<file path="config.mk">
export PLATFORM = sky130hd
export DESIGN_NAME = pcie_bdf_to_stream_id_mapper
export DESIGN_NICKNAME = d
export VERILOG_FILES = /design/src/rtl/core/pbsm_pkg.sv /design/src/rtl/core/pbsm_ram.sv /design/src/rtl/core/pcie_bdf_to_stream_id_mapper.sv
export SDC_FILE = /design/constraint.sdc
export NUM_CORES = 2
export LEC_CHECK = 0
export ABC_AREA = 0
export BUFFER_PORTS_ARGS = -buffer_cell sky130_fd_sc_hd__buf_2
export CAP_MARGIN = 10
export CORE_ASPECT_RATIO = 1.75
export CORE_MARGIN = 2
export CORE_UTILIZATION = 51
export DETAILED_ROUTE_END_ITERATION = 8
export PLACE_DENSITY = 0.67
export SETUP_SLACK_MARGIN = 0.15
export SLEW_MARGIN = 20
export SYNTH_ARGS = -nofsm -noshare
export SYNTH_HDL_FRONTEND = slang
export SYNTH_SLANG_ARGS = --single-unit
export TNS_END_PERCENT = 100
</file>
<file path="constraint.sdc">
create_clock -name i_clk -period 5.7 [get_ports i_clk]
set_clock_uncertainty 0.1 [all_clocks]
set_input_delay 0.57 -clock i_clk [delete_from_list [all_inputs] [get_ports i_clk]]
set_output_delay 0.57 -clock i_clk [all_outputs]
set_load 0.005 [all_outputs]
</file>
<file path="src/rtl/core/pbsm_pkg.sv">
// Package with table sizes, entry layouts, function codes and sequencer states of the mapper.
package pbsm_pkg;

    localparam int CPX_ENTRIES  = 4;
    localparam int PORT_ENTRIES = 16;
    localparam int MAP_ENTRIES  = 32;

    localparam int CPX_AW  = (CPX_ENTRIES > 1) ? $clog2(CPX_ENTRIES) : 1;
    localparam int PORT_AW = (PORT_ENTRIES > 1) ? $clog2(PORT_ENTRIES) : 1;
    localparam int MAP_AW  = (MAP_ENTRIES > 1) ? $clog2(MAP_ENTRIES) : 1;

    localparam int MAX_ENTRIES_A = (CPX_ENTRIES > PORT_ENTRIES) ? CPX_ENTRIES : PORT_ENTRIES;
    localparam int MAX_ENTRIES   = (MAX_ENTRIES_A > MAP_ENTRIES) ? MAX_ENTRIES_A : MAP_ENTRIES;
    localparam int CNT_W         = $clog2(MAX_ENTRIES + 1);

    localparam int OFFSET_SHIFT = 16;
    localparam int ECAM_W       = 64;
    localparam int PORT_W       = 18;
    localparam int MAP_W        = 58;

    typedef enum logic [2:0] {
        FN_WR_CPX    = 3'd0,
        FN_WR_PORT   = 3'd1,
        FN_WR_MAP    = 3'd2,
        FN_TRANSLATE = 3'd3,
        FN_PORT_CHK  = 3'd4,
        FN_MAX_ID    = 3'd5
    } t_func;

    typedef enum logic [2:0] {
        S_IDLE,
        S_CPX,
        S_PORT,
        S_MAP,
        S_DONE
    } t_state;

endpackage

</file>
<file path="src/rtl/core/pbsm_ram.sv">
// Generic single-port-write, single-port-read RAM with registered read data.
module pbsm_ram #(
    parameter int WIDTH = 8,
    parameter int DEPTH = 4,
    localparam int AW = (DEPTH > 1) ? $clog2(DEPTH) : 1
) (
    input  logic             i_clk,
    input  logic             i_we,
    input  logic [AW-1:0]    i_waddr,
    input  logic [WIDTH-1:0] i_wdata,
    input  logic [AW-1:0]    i_raddr,
    output logic [WIDTH-1:0] o_rdata
);

    logic [WIDTH-1:0] r_mem [DEPTH];
    logic [WIDTH-1:0] r_rdata;

    always_ff @(posedge i_clk) begin
        if (i_we) begin
            r_mem[i_waddr] <= i_wdata;
        end
        r_rdata <= r_mem[i_raddr];
    end

    assign o_rdata = r_rdata;

endmodule

</file>
<file path="src/rtl/core/pcie_bdf_to_stream_id_mapper.sv">
// Top level of the PCIe BDF to SMMU stream id mapper: table RAMs and scan sequencer.
// A write word goes straight to the result register; a port check scans the complex and
// port tables, a translate the complex, port and mapping tables, a max id query the port
// and mapping tables, each entry by entry, and then the result register is loaded.
// One word is in work at a time; the next is taken the cycle after the result is loaded,
// and a stalled result holds the sequencer. Reset clears all valid bits and the sequencer.
module pcie_bdf_to_stream_id_mapper
    import pbsm_pkg::*;
(
    input  logic        i_clk,
    input  logic        i_rst_n,
    input  logic        i_in_valid,
    output logic        o_in_stall,
    input  logic [2:0]  i_func,
    input  logic [4:0]  i_slot,
    input  logic        i_entry_valid,
    input  logic [1:0]  i_owner_complex,
    input  logic [63:0] i_ecam_address,
    input  logic [15:0] i_bdf_value,
    input  logic [15:0] i_port_id,
    input  logic [15:0] i_range_base,
    input  logic [15:0] i_range_top,
    input  logic [15:0] i_range_offset,
    input  logic [7:0]  i_smmu_select,
    output logic        o_out_valid,
    input  logic        i_out_stall,
    output logic        o_status,
    output logic        o_ecam_known,
    output logic [7:0]  o_smmu_index,
    output logic [31:0] o_stream_id
);

    t_state r_state;
    t_state n_state;

    logic [CNT_W-1:0]        r_cnt;
    logic                    r_pv;
    logic [CNT_W-1:0]        r_pidx;
    logic [CPX_ENTRIES-1:0]  r_cvalid;
    logic [PORT_ENTRIES-1:0] r_pvalid;
    logic [MAP_ENTRIES-1:0]  r_mvalid;

    t_func       r_func;
    logic [63:0] r_ecam;
    logic [15:0] r_bdf;
    logic [15:0] r_pid;
    logic [7:0]  r_smmu;

    logic                   r_cfound;
    logic [CPX_AW-1:0]      r_cidx;
    logic [CPX_ENTRIES-1:0] r_has;
    logic                   r_pidmatch;
    logic                   r_hit;
    logic                   r_bad;
    logic                   r_found;
    logic [31:0]            r_best;

    logic        r_res_status;
    logic        r_res_known;
    logic [7:0]  r_res_sidx;
    logic [31:0] r_res_sid;

    logic        r_out_valid;
    logic        r_status;
    logic        r_known;
    logic [7:0]  r_sidx;
    logic [31:0] r_sid;

    logic             in_acc;
    t_func            in_func;
    logic [CNT_W-1:0] limit;
    logic             scanning;
    logic             issue;
    logic             scan_end;
    logic             slot_ok;

    logic [ECAM_W-1:0] cpx_rdata;
    logic [PORT_W-1:0] port_rdata;
    logic [MAP_W-1:0]  map_rdata;
    logic              cpx_we;
    logic              port_we;
    logic              map_we;

    logic [1:0]  p_owner;
    logic [15:0] p_id;
    logic [1:0]  m_owner;
    logic [15:0] m_base;
    logic [15:0] m_top;
    logic [15:0] m_off;
    logic [7:0]  m_smmu;
    logic [31:0] m_sid;
    logic [31:0] m_tmax;
    logic        m_owner_ok;
    logic        p_owner_ok;
    logic        bad_all;

    assign in_acc     = i_in_valid && (r_state == S_IDLE);
    assign o_in_stall = (r_state != S_IDLE);
    assign in_func    = t_func'(i_func);

    always_comb begin
        case (in_func)
            FN_WR_CPX:  slot_ok = 32'(i_slot) < CPX_ENTRIES;
            FN_WR_PORT: slot_ok = 32'(i_slot) < PORT_ENTRIES;
            FN_WR_MAP:  slot_ok = 32'(i_slot) < MAP_ENTRIES;
            default:    slot_ok = 1'b0;
        endcase
    end

    assign cpx_we  = in_acc && (in_func == FN_WR_CPX) && slot_ok;
    assign port_we = in_acc && (in_func == FN_WR_PORT) && slot_ok;
    assign map_we  = in_acc && (in_func == FN_WR_MAP) && slot_ok;

    pbsm_ram #(.WIDTH(ECAM_W), .DEPTH(CPX_ENTRIES)) u_cpx_ram (
        .i_clk   (i_clk),
        .i_we    (cpx_we),
        .i_waddr (CPX_AW'(i_slot)),
        .i_wdata (i_ecam_address),
        .i_raddr (r_cnt[CPX_AW-1:0]),
        .o_rdata (cpx_rdata)
    );

    pbsm_ram #(.WIDTH(PORT_W), .DEPTH(PORT_ENTRIES)) u_port_ram (
        .i_clk   (i_clk),
        .i_we    (port_we),
        .i_waddr (PORT_AW'(i_slot)),
        .i_wdata ({i_owner_complex, i_port_id}),
        .i_raddr (r_cnt[PORT_AW-1:0]),
        .o_rdata (port_rdata)
    );

    pbsm_ram #(.WIDTH(MAP_W), .DEPTH(MAP_ENTRIES)) u_map_ram (
        .i_clk   (i_clk),
        .i_we    (map_we),
        .i_waddr (MAP_AW'(i_slot)),
        .i_wdata ({i_owner_complex, i_range_base, i_range_top, i_range_offset,
                   i_smmu_select}),
        .i_raddr (r_cnt[MAP_AW-1:0]),
        .o_rdata (map_rdata)
    );

    assign p_owner    = port_rdata[17:16];
    assign p_id       = port_rdata[15:0];
    assign m_owner    = map_rdata[57:56];
    assign m_base     = map_rdata[55:40];
    assign m_top      = map_rdata[39:24];
    assign m_off      = map_rdata[23:8];
    assign m_smmu     = map_rdata[7:0];
    assign m_sid      = {m_off, 16'h0000} + {16'h0000, r_bdf};
    assign m_tmax     = {m_off, 16'h0000} + {16'h0000, m_top};
    assign p_owner_ok = 32'(p_owner) < CPX_ENTRIES;
    assign m_owner_ok = (32'(m_owner) < CPX_ENTRIES) && r_cvalid[CPX_AW'(m_owner)];
    assign bad_all    = r_bad || (|(r_cvalid & ~r_has));

    always_comb begin
        n_state  = r_state;
        limit    = '0;
        scanning = 1'b0;
        case (r_state)
            S_CPX: begin
                limit    = CNT_W'(CPX_ENTRIES);
                scanning = 1'b1;
            end
            S_PORT: begin
                limit    = CNT_W'(PORT_ENTRIES);
                scanning = 1'b1;
            end
            S_MAP: begin
                limit    = CNT_W'(MAP_ENTRIES);
                scanning = 1'b1;
            end
            default: begin
                limit    = '0;
                scanning = 1'b0;
            end
        endcase
        issue    = scanning && (r_cnt < limit);
        scan_end = scanning && (r_cnt == limit) && !r_pv;
        case (r_state)
            S_IDLE: begin
                if (in_acc) begin
                    case (in_func)
                        FN_TRANSLATE: n_state = S_CPX;
                        FN_PORT_CHK:  n_state = S_CPX;
                        FN_MAX_ID:    n_state = S_PORT;
                        default:      n_state = S_DONE;
                    endcase
                end
            end
            S_CPX: begin
                if (scan_end) begin
                    n_state = r_cfound ? S_PORT : S_DONE;
                end
            end
            S_PORT: begin
                if (scan_end) begin
                    if (r_func == FN_PORT_CHK) begin
                        n_state = S_DONE;
                    end else if (r_func == FN_TRANSLATE && !r_has[r_cidx]) begin
                        n_state = S_DONE;
                    end else begin
                        n_state = S_MAP;
                    end
                end
            end
            S_MAP: begin
                if (scan_end) begin
                    n_state = S_DONE;
                end
            end
            S_DONE: begin
                if (!r_out_valid || !i_out_stall) begin
                    n_state = S_IDLE;
                end
            end
            default: n_state = S_IDLE;
        endcase
    end

    always_ff @(posedge i_clk) begin
        if (!i_rst_n) begin
            r_state     <= S_IDLE;
            r_cnt       <= '0;
            r_pv        <= 1'b0;
            r_cvalid    <= '0;
            r_pvalid    <= '0;
            r_mvalid    <= '0;
            r_out_valid <= 1'b0;
        end else begin
            r_state <= n_state;
            r_pv    <= issue;
            if (n_state != r_state) begin
                r_cnt <= '0;
            end else if (issue) begin
                r_cnt <= r_cnt + 1'b1;
            end
            if (cpx_we) begin
                r_cvalid[CPX_AW'(i_slot)] <= i_entry_valid;
            end
            if (port_we) begin
                r_pvalid[PORT_AW'(i_slot)] <= i_entry_valid;
            end
            if (map_we) begin
                r_mvalid[MAP_AW'(i_slot)] <= i_entry_valid;
            end
            if (r_state == S_DONE && (!r_out_valid || !i_out_stall)) begin
                r_out_valid <= 1'b1;
            end else if (!i_out_stall) begin
                r_out_valid <= 1'b0;
            end
        end
    end

    always_ff @(posedge i_clk) begin
        r_pidx <= r_cnt;
        if (in_acc) begin
            r_func       <= in_func;
            r_ecam       <= i_ecam_address;
            r_bdf        <= i_bdf_value;
            r_pid        <= i_port_id;
            r_smmu       <= i_smmu_select;
            r_cfound     <= 1'b0;
            r_cidx       <= '0;
            r_has        <= '0;
            r_pidmatch   <= 1'b0;
            r_hit        <= 1'b0;
            r_bad        <= 1'b0;
            r_found      <= 1'b0;
            r_best       <= '0;
            r_res_status <= !slot_ok;
            r_res_known  <= 1'b0;
            r_res_sidx   <= '0;
            r_res_sid    <= '0;
        end
        case (r_state)
            S_CPX: begin
                if (r_pv && r_cvalid[r_pidx[CPX_AW-1:0]] && cpx_rdata == r_ecam && !r_cfound) begin
                    r_cfound <= 1'b1;
                    r_cidx   <= r_pidx[CPX_AW-1:0];
                end
                if (scan_end && r_cfound) begin
                    r_res_known <= 1'b1;
                end
            end
            S_PORT: begin
                if (r_pv && r_pvalid[r_pidx[PORT_AW-1:0]] && p_owner_ok) begin
                    r_has[CPX_AW'(p_owner)] <= 1'b1;
                    if (32'(p_owner) == 32'(r_cidx) && p_id == r_pid) begin
                        r_pidmatch <= 1'b1;
                    end
                end
                if (scan_end && r_func == FN_PORT_CHK) begin
                    r_res_status <= !r_pidmatch;
                end
            end
            S_MAP: begin
                if (r_pv && r_mvalid[r_pidx[MAP_AW-1:0]]) begin
                    if (r_func == FN_TRANSLATE) begin
                        if (32'(m_owner) == 32'(r_cidx) && r_bdf >= m_base && r_bdf <= m_top
                            && !r_hit) begin
                            r_hit      <= 1'b1;
                            r_res_sidx <= m_smmu;
                            r_res_sid  <= m_sid;
                        end
                    end else if (m_owner_ok) begin
                        if (m_base > m_top) begin
                            r_bad <= 1'b1;
                        end else if (m_smmu == r_smmu) begin
                            r_found <= 1'b1;
                            if (m_tmax > r_best) begin
                                r_best <= m_tmax;
                            end
                        end
                    end
                end
                if (scan_end) begin
                    if (r_func == FN_TRANSLATE) begin
                        r_res_status <= !r_hit;
                    end else begin
                        r_res_status <= bad_all || !r_found;
                        r_res_sid    <= (bad_all || !r_found) ? 32'h0 : r_best;
                    end
                end
            end
            default: begin
            end
        endcase
        if (r_state == S_DONE && (!r_out_valid || !i_out_stall)) begin
            r_status <= r_res_status;
            r_known  <= r_res_known;
            r_sidx   <= r_res_sidx;
            r_sid    <= r_res_sid;
        end
    end

    assign o_out_valid  = r_out_valid;
    assign o_status     = r_status;
    assign o_ecam_known = r_known;
    assign o_smmu_index = r_sidx;
    assign o_stream_id  = r_sid;

    a_one_at_a_time: assert property (@(posedge i_clk) disable iff (!i_rst_n)
        in_acc |=> o_in_stall)
        else $error("A second word was taken while one is in work.");

    a_cnt_bound: assert property (@(posedge i_clk) disable iff (!i_rst_n)
        (r_state == S_MAP) |-> (r_cnt <= CNT_W'(MAP_ENTRIES)))
        else $error("Mapping scan counter ran past the table.");

    a_map_needs_cpx: assert property (@(posedge i_clk) disable iff (!i_rst_n)
        (r_state == S_MAP && r_func == FN_TRANSLATE) |-> r_cfound)
        else $error("Translate reached the mapping scan without a complex.");

    a_done_loads: assert property (@(posedge i_clk) disable iff (!i_rst_n)
        (r_state == S_DONE && n_state == S_IDLE) |=> o_out_valid)
        else $error("Result was not presented after completion.");

endmodule
</file>
### Yosys cells after proc, flatten, opt, wreduce, memory -nomap -nowiden

Memories as Yosys holds them, arrays and structs flattened. A register that Yosys moved wholly into a read port is not among the register bits.
Cells that the tools add are included.
Widths: inputs -> output; s select.

| storage, ports and cells | value |
|---|---|
| bits in registers | 302 |
| bits in latches | 0 |
| bits in writable memories | 2400 |
| bits in read-only memories | 0 |
| input port bits | 167 |
| output and inout bits | 44 |
| memories kept | 3 |

Memories:

| memory | words | width | rd ports | clocked after Yosys merged registers in | write ports | line | source |
|---|---|---|---|---|---|---|---|
| u_map_ram.r_mem | 32 | 58 | 1 | 1 | 1 | pbsm_ram.sv:15 | `logic [WIDTH-1:0] r_mem [DEPTH];` |
| u_port_ram.r_mem | 16 | 18 | 1 | 1 | 1 | pbsm_ram.sv:15 |  |
| u_cpx_ram.r_mem | 4 | 64 | 1 | 1 | 1 | pbsm_ram.sv:15 |  |

| cells by class | value |
|---|---|
| $add $sub $neg | 3 |
| multiply operators | 0 |
| div/mod/pow operators | 0 |
| order comparisons | 20 |
| equal/unequal tests | 19 |
| shift-type cells | 0 |
| multiplexer cells | 102 |
| bitwise gates (word level) | 4 |
| reduce and logical (&&, ||, !) cells | 46 |

Operator list:

| cell | count |
|---|---|
| $mux 32 | 16 |
| $add 32x16->32 | 2 |
| $eq 64x64->1 | 1 |
| $mux 1 | 50 |
| $mux 8 | 5 |
| $bwmux 32 | 1 |
| $gt 32x32->1 | 1 |
| $logic_and 1x1->1 | 27 |
| $mux 3 | 8 |
| $pmux 6 s3 | 1 |
| $bwmux 16 | 1 |
| $eq 16x16->1 | 1 |
| $ge 16x16->1 | 1 |
| $gt 16x16->1 | 1 |
| $le 16x16->1 | 1 |
| $eq 3x2->1 const B | 5 |
| $lt 2x3->1 const B | 5 |
| $pmux 3 s5 | 1 |
| $eq 3x3->1 const B | 4 |
| $lt 5x6->1 const B | 2 |
| $mux 4 | 3 |
| $lt 4x5->1 const B | 2 |
| $logic_not 1->1 | 9 |
| $eq 8x8->1 | 1 |
| other kinds (33) | 45 |

### Depth between registers and ports, before layout

| logic depth | value |
|---|---|
| depth after elaboration | 10 |
| mapped depth | 15 |
| mapped depth without buffers | 11 |

### By module

From an unflattened synthesis, not the netlist that was laid out.

| second synthesis, totals | value |
|---|---|
| cells, all modules | 6208 |
| area total of the unflattened synthesis | 109480.0 um2 |

By module, submodules not included:

| module | times used | cells each | area an instance (um2) | sequential area each (um2) |
|---|---|---|---|---|
| pbsm_ram at u_map_ram | 1 | 4055 | 73197.7 | 56894.6 |
| pcie_bdf_to_stream_id_mapper | 1 | 1269 | 14337.5 | 7537.2 |
| pbsm_ram at u_port_ram | 1 | 482 | 11322.1 | 9008.6 |
| pbsm_ram at u_cpx_ram | 1 | 402 | 10622.7 | 8968.6 |

### Worst setup path after synthesis

Ideal clock, no wire load.

| path | value |
|---|---|
| kind | in2reg |
| start point | input i_slot[4] |
| end point | memory u_cpx_ram.r_mem[0][0] in the netlist's numbering (enable) |
| library setup time | 0.488 ns |
| data arrival time | 4.676 ns |
| data required time | 5.112 ns |
| setup slack | 0.436 ns |
| cell stages on the path | 8 |
| path buffers | 3 |
| path through | clkbuf_1 or3_1 clkbuf_1 a21oi_1 o21ai_0 or3_1 clkbuf_1 nor2_1 |

| between the ends | value |
|---|---|
| longest elaborated chain between the ends | 5 |
| elaborated cells between the ends (all ways) | 6 |
| classes of those cells | 2 x order compare; 3 x mux; 1 x reduce/logical |

RTL lines:

| item | line | source |
|---|---|---|
| start: declaration | pcie_bdf_to_stream_id_mapper.sv:15 | `input logic [4:0] i_slot,` |
| $lt 5x5->1 / $lt 5x3->1 (equally long branches) | pcie_bdf_to_stream_id_mapper.sv:104, pcie_bdf_to_stream_id_mapper.sv:103 |  |
| $pmux 1 s3 (*) | pcie_bdf_to_stream_id_mapper.sv:102 | `case (in_func)` |
| $logic_and 1x1->1 (*) | pcie_bdf_to_stream_id_mapper.sv:110 | `assign cpx_we = in_acc && (in_func == FN_WR_CPX) && slot_ok;` |
| $mux 1 (*) | pbsm_ram.sv:19 | `if (i_we) begin` |
| $mux 1 (not written as such) (*) | pbsm_ram.sv:20 | `r_mem[i_waddr] <= i_wdata;` |
| end: declaration | pbsm_ram.sv:15 |  |

Every way passes the cells marked *; elsewhere a longest branch is shown, timed or not.

### Worst setup path after layout

| path | value |
|---|---|
| start point | register r_pidx[1] |
| end point | register r_best[19] |

| between the ends | value |
|---|---|
| longest elaborated chain between the ends | 5 |

RTL lines:

| item | line | source |
|---|---|---|
| start: declaration | pcie_bdf_to_stream_id_mapper.sv:38 | `logic [CNT_W-1:0] r_pidx;` |
| start signal: assignment | pcie_bdf_to_stream_id_mapper.sv:255 | `r_pidx <= r_cnt;` |
| $bmux 1 s5 | pcie_bdf_to_stream_id_mapper.sv:297 | `if (r_pv && r_mvalid[r_pidx[MAP_AW-1:0]]) begin` |
| $mux 1 (not written as such) | pcie_bdf_to_stream_id_mapper.sv:297 |  |
| $logic_and 1x1->1 | pcie_bdf_to_stream_id_mapper.sv:297 |  |
| $mux 32 | pcie_bdf_to_stream_id_mapper.sv:297 |  |
| $mux 32 | pcie_bdf_to_stream_id_mapper.sv:275 | `case (r_state)` |
| end signal: assignment | pcie_bdf_to_stream_id_mapper.sv:311 | `r_best <= m_tmax;` |
| end: declaration | pcie_bdf_to_stream_id_mapper.sv:56 | `logic [31:0] r_best;` |

No other way between the ends. The select of a mux whose other input is x is not followed.
A chain may end at the register's enable or synchronous reset.

==> results.py <==
metrics = {
    "timing": {
        "fmax_mhz": 241,
        "hold_violations": 0,
        "whs_ns": 0.0542,
        "finalWorstSetupSlack_ns": 1.54,
        "slew_headroom": 0.194,
        "worst_slew_pin_slew_ns": 1.18,
        "fin_tns_setup_ns": 0,
        "rsz0062_at_grt": "no",
        "fin_crit_sh": 0.729,
        "drv_slew": 0,
        "min_period_ns": 4.16,
        "finalSetupViolCount": 0,
    },
    "clock_tree": {
        "cts.sinks": 2842,
        "worst_skew_pair.late_latency_ns": 0.91,
        "cts_root_buffer": "clkbuf_16",
        "cts.repair.resized": 0,
        "cts_tree": "yes",
        "path_clk_slew_ns": 0.07,
        "cts_buffers": 243,
        "cts_max_path_buffers": 4,
        "h-tree-depth": 4,
    },
    "grt": {
        "grt_overflow": 0,
        "grt_antenna_before_repair": 23,
        "grt_max_degree": 105,
        "grt_pass1_wl_um": 366000,
        "grt_usage": 0.239,
        "grt_pass1_vias": 52359,
    },
    "synth": {
        "synth_top_area_frac": 0.714,
        "seq_area_frac_synth": 0.769,
        "synth.distinct_cells": 65,
        "synth_seq_cells": 2842,
        "ys_top_cells_by_area": "edfxtp_1, mux4_2, dfxtp_1",
        "syn_inst": 4831,
        "ys_warn_count": 0,
        "yosysMostFrequentCell": "edfxtp_1",
        "synth_edf_count": 2549,
        "yosys.area.top_type": "edfxtp_1",
        "syn-cell-area_um2": 107000,
        "synth_ff_type": "edfxtp_1",
        "syn-num-nets": 5082,
        "syn_avg_cell_area_um2": 22.2,
        "ys_async_sr_fraction": 0,
        "synth_common_cells": "edfxtp_1, mux4_2, dfxtp_1, clkbuf_1, inv_1",
    },
    "cells_and_area": {
        "final_cells": 8292,
        "drive_above_1_share": 0.288,
        "areaGrowthSynthToFinish_pct": 13.7,
        "fin_util": 0.583,
        "postLayoutCellArea_um2": 122000,
        "final_nets": 5535,
    },
    "min_path": {
        "hold_start": "i_range_offset[2]",
        "min_path_type": "primary input to register",
    },
    "power": {
        "p_leak_nw": 37.9,
        "p_per_area_nw_per_um2": 334,
        "power.total_mw": 40.6,
        "irDropWorstVdd_uv": 300,
    },
    "placement": {
        "dp_cells": 7738,
        "finalWeightedCongestion": 0.847,
        "io_buffers": 210,
        "post-place-ws_ns": 1.52,
        "dp_hpwl_um": 140000,
        "dpl_cell_area_um2": 113000,
    },
    "floorplan": {
        "die_y_um": 610,
        "fp-row-count": 222,
        "die_w_um": 351,
        "ioPinCount": 211,
        "dieArea_um2": 214000,
        "core_area_um2": 209000,
        "start_util": 0.513,
    },
    "routing": {
        "routed_wl_um": 254000,
        "antenna_left": 0,
        "first_iter_violations": 4665,
        "drc_errors": 0,
        "first_pass_iters": 7,
        "detail_route.wl_per_cell_um": 30.7,
        "vias": 50431,
        "viasPerCell": 6.08,
    },
    "worst_setup_path": {
        "critPathMaxFanout": 32,
        "critPathBufInv": 1,
        "path_cells": "mux2i_1 > a22o_1 > a311oi_2 > o41ai_2 > nor3b_2 > nand4b_1 > a211oi_4 > buf_4 > mux2_2",
        "worst_setup_path_start_kind": "register",
        "cp-startpoint": "r_pidx[1]",
        "cp.required_ns": 6.37,
        "rr_startpoint": "r_pidx[1]",
        "cp.arrival_ns": 4.83,
        "slowest_stage": "dfxtp_1",
        "critPathKind": "register to register",
        "cp-end-kind": "register",
        "critPathMaxStageDelay_ns": 0.97,
        "crit_family": "compound AO/OA/AOI/OAI gates",
    },
    "outcome": {
        "status": "finished, final reports clean",
    },
    "job": {
        "maxCapViolCount": 0,
    },
}
==> cell families after synthesis <==
logic type,after synthesis,synth area share
muxes,862,0.168
xor gates and xnor gates,70,0.00572
and+or+nand+nor,342,0.0155
buffers and inverters,334,0.0126
adders and majority gates,84,0.00981
DFF,2842,0.769
AOI/OAI and AO/OA,297,0.0194
==> final cells by class <==
class	instances	area, um2
well taps	2800	3500
flip-flops and latches	2842	82400
diodes	12	30.0
fillers	15010	87100
inverters	114	433
clock inverters	135	1540
clock buffers	306	6620
repair buffers	428	3430
multi-input cells	1655	23800
==> cells in the final DEF (no fill, tap or decap), types with 69 or more instances in the layout <==
master and n:
dlygate4sd3_1 101, inv_1 113, ha_1 84, nand2_1 112, buf_4 77, clkbuf_16 248, mux2_2 76, o21ai_0 69
buf_2 210, dfxtp_1 288, mux4_2 742, edfxtp_1 2549
==> path summary, 6_finish.rpt <==
| path | depth (start not counted) | to | slack [ns] |
|---|---|---|---|
| max | 9 | r_best[19] | 1.54 |
| min | 1 | u_map_ram.r_mem[12][10] | 0.05 |
| max reg2reg | 9 | r_best[19] | 1.54 |
| min reg2reg | 0 | o_smmu_index[7] | 0.33 |
==> repair_timing <==
action	CTS	global route
setup buffers	0	0
hold buffers	101	0
hold endpoints to repair	631	0
==> worst reg2reg max path: stages (launching register included) <==
cell	delay [ns]
dfxtp_1	0.97
mux2i_1	0.21
a22o_1	0.28
a311oi_2	0.30
o41ai_2	0.20
nor3b_2	0.26
nand4b_1	0.48
a211oi_4	0.34
buf_4	0.52
mux2_2	0.41
==> state kept, by name, indices dropped and copies added (netlist names), 18 cells and up <==
register            cells
o_stream_id            32
r_best                 32
r_ecam                 64
r_mvalid               32
r_res_sid              32
u_cpx_ram.o_rdata      64
u_cpx_ram.r_mem       256
u_map_ram.o_rdata      58
u_map_ram.r_mem      1856
u_port_ram.o_rdata     18
u_port_ram.r_mem      288
==> metal layers <==
metal	GRT usage	vias to the layer above	wire (um)
met1	0.310	27229	96500
li1	-	21010	-
met2	0.419	1765	135000
met4	0.0789	8	8280
met5	0	-	59
met3	0.0294	419	14900
==> power breakdown <==
| group | internal [mW] | switching (mW) |
|---|---|---|
| clock | 9.73 | 7.32 |
| combinational | 0.224 | 0.534 |
| sequential | 22.8 | 0.0559 |
Power figures use the tool's default switching activity.
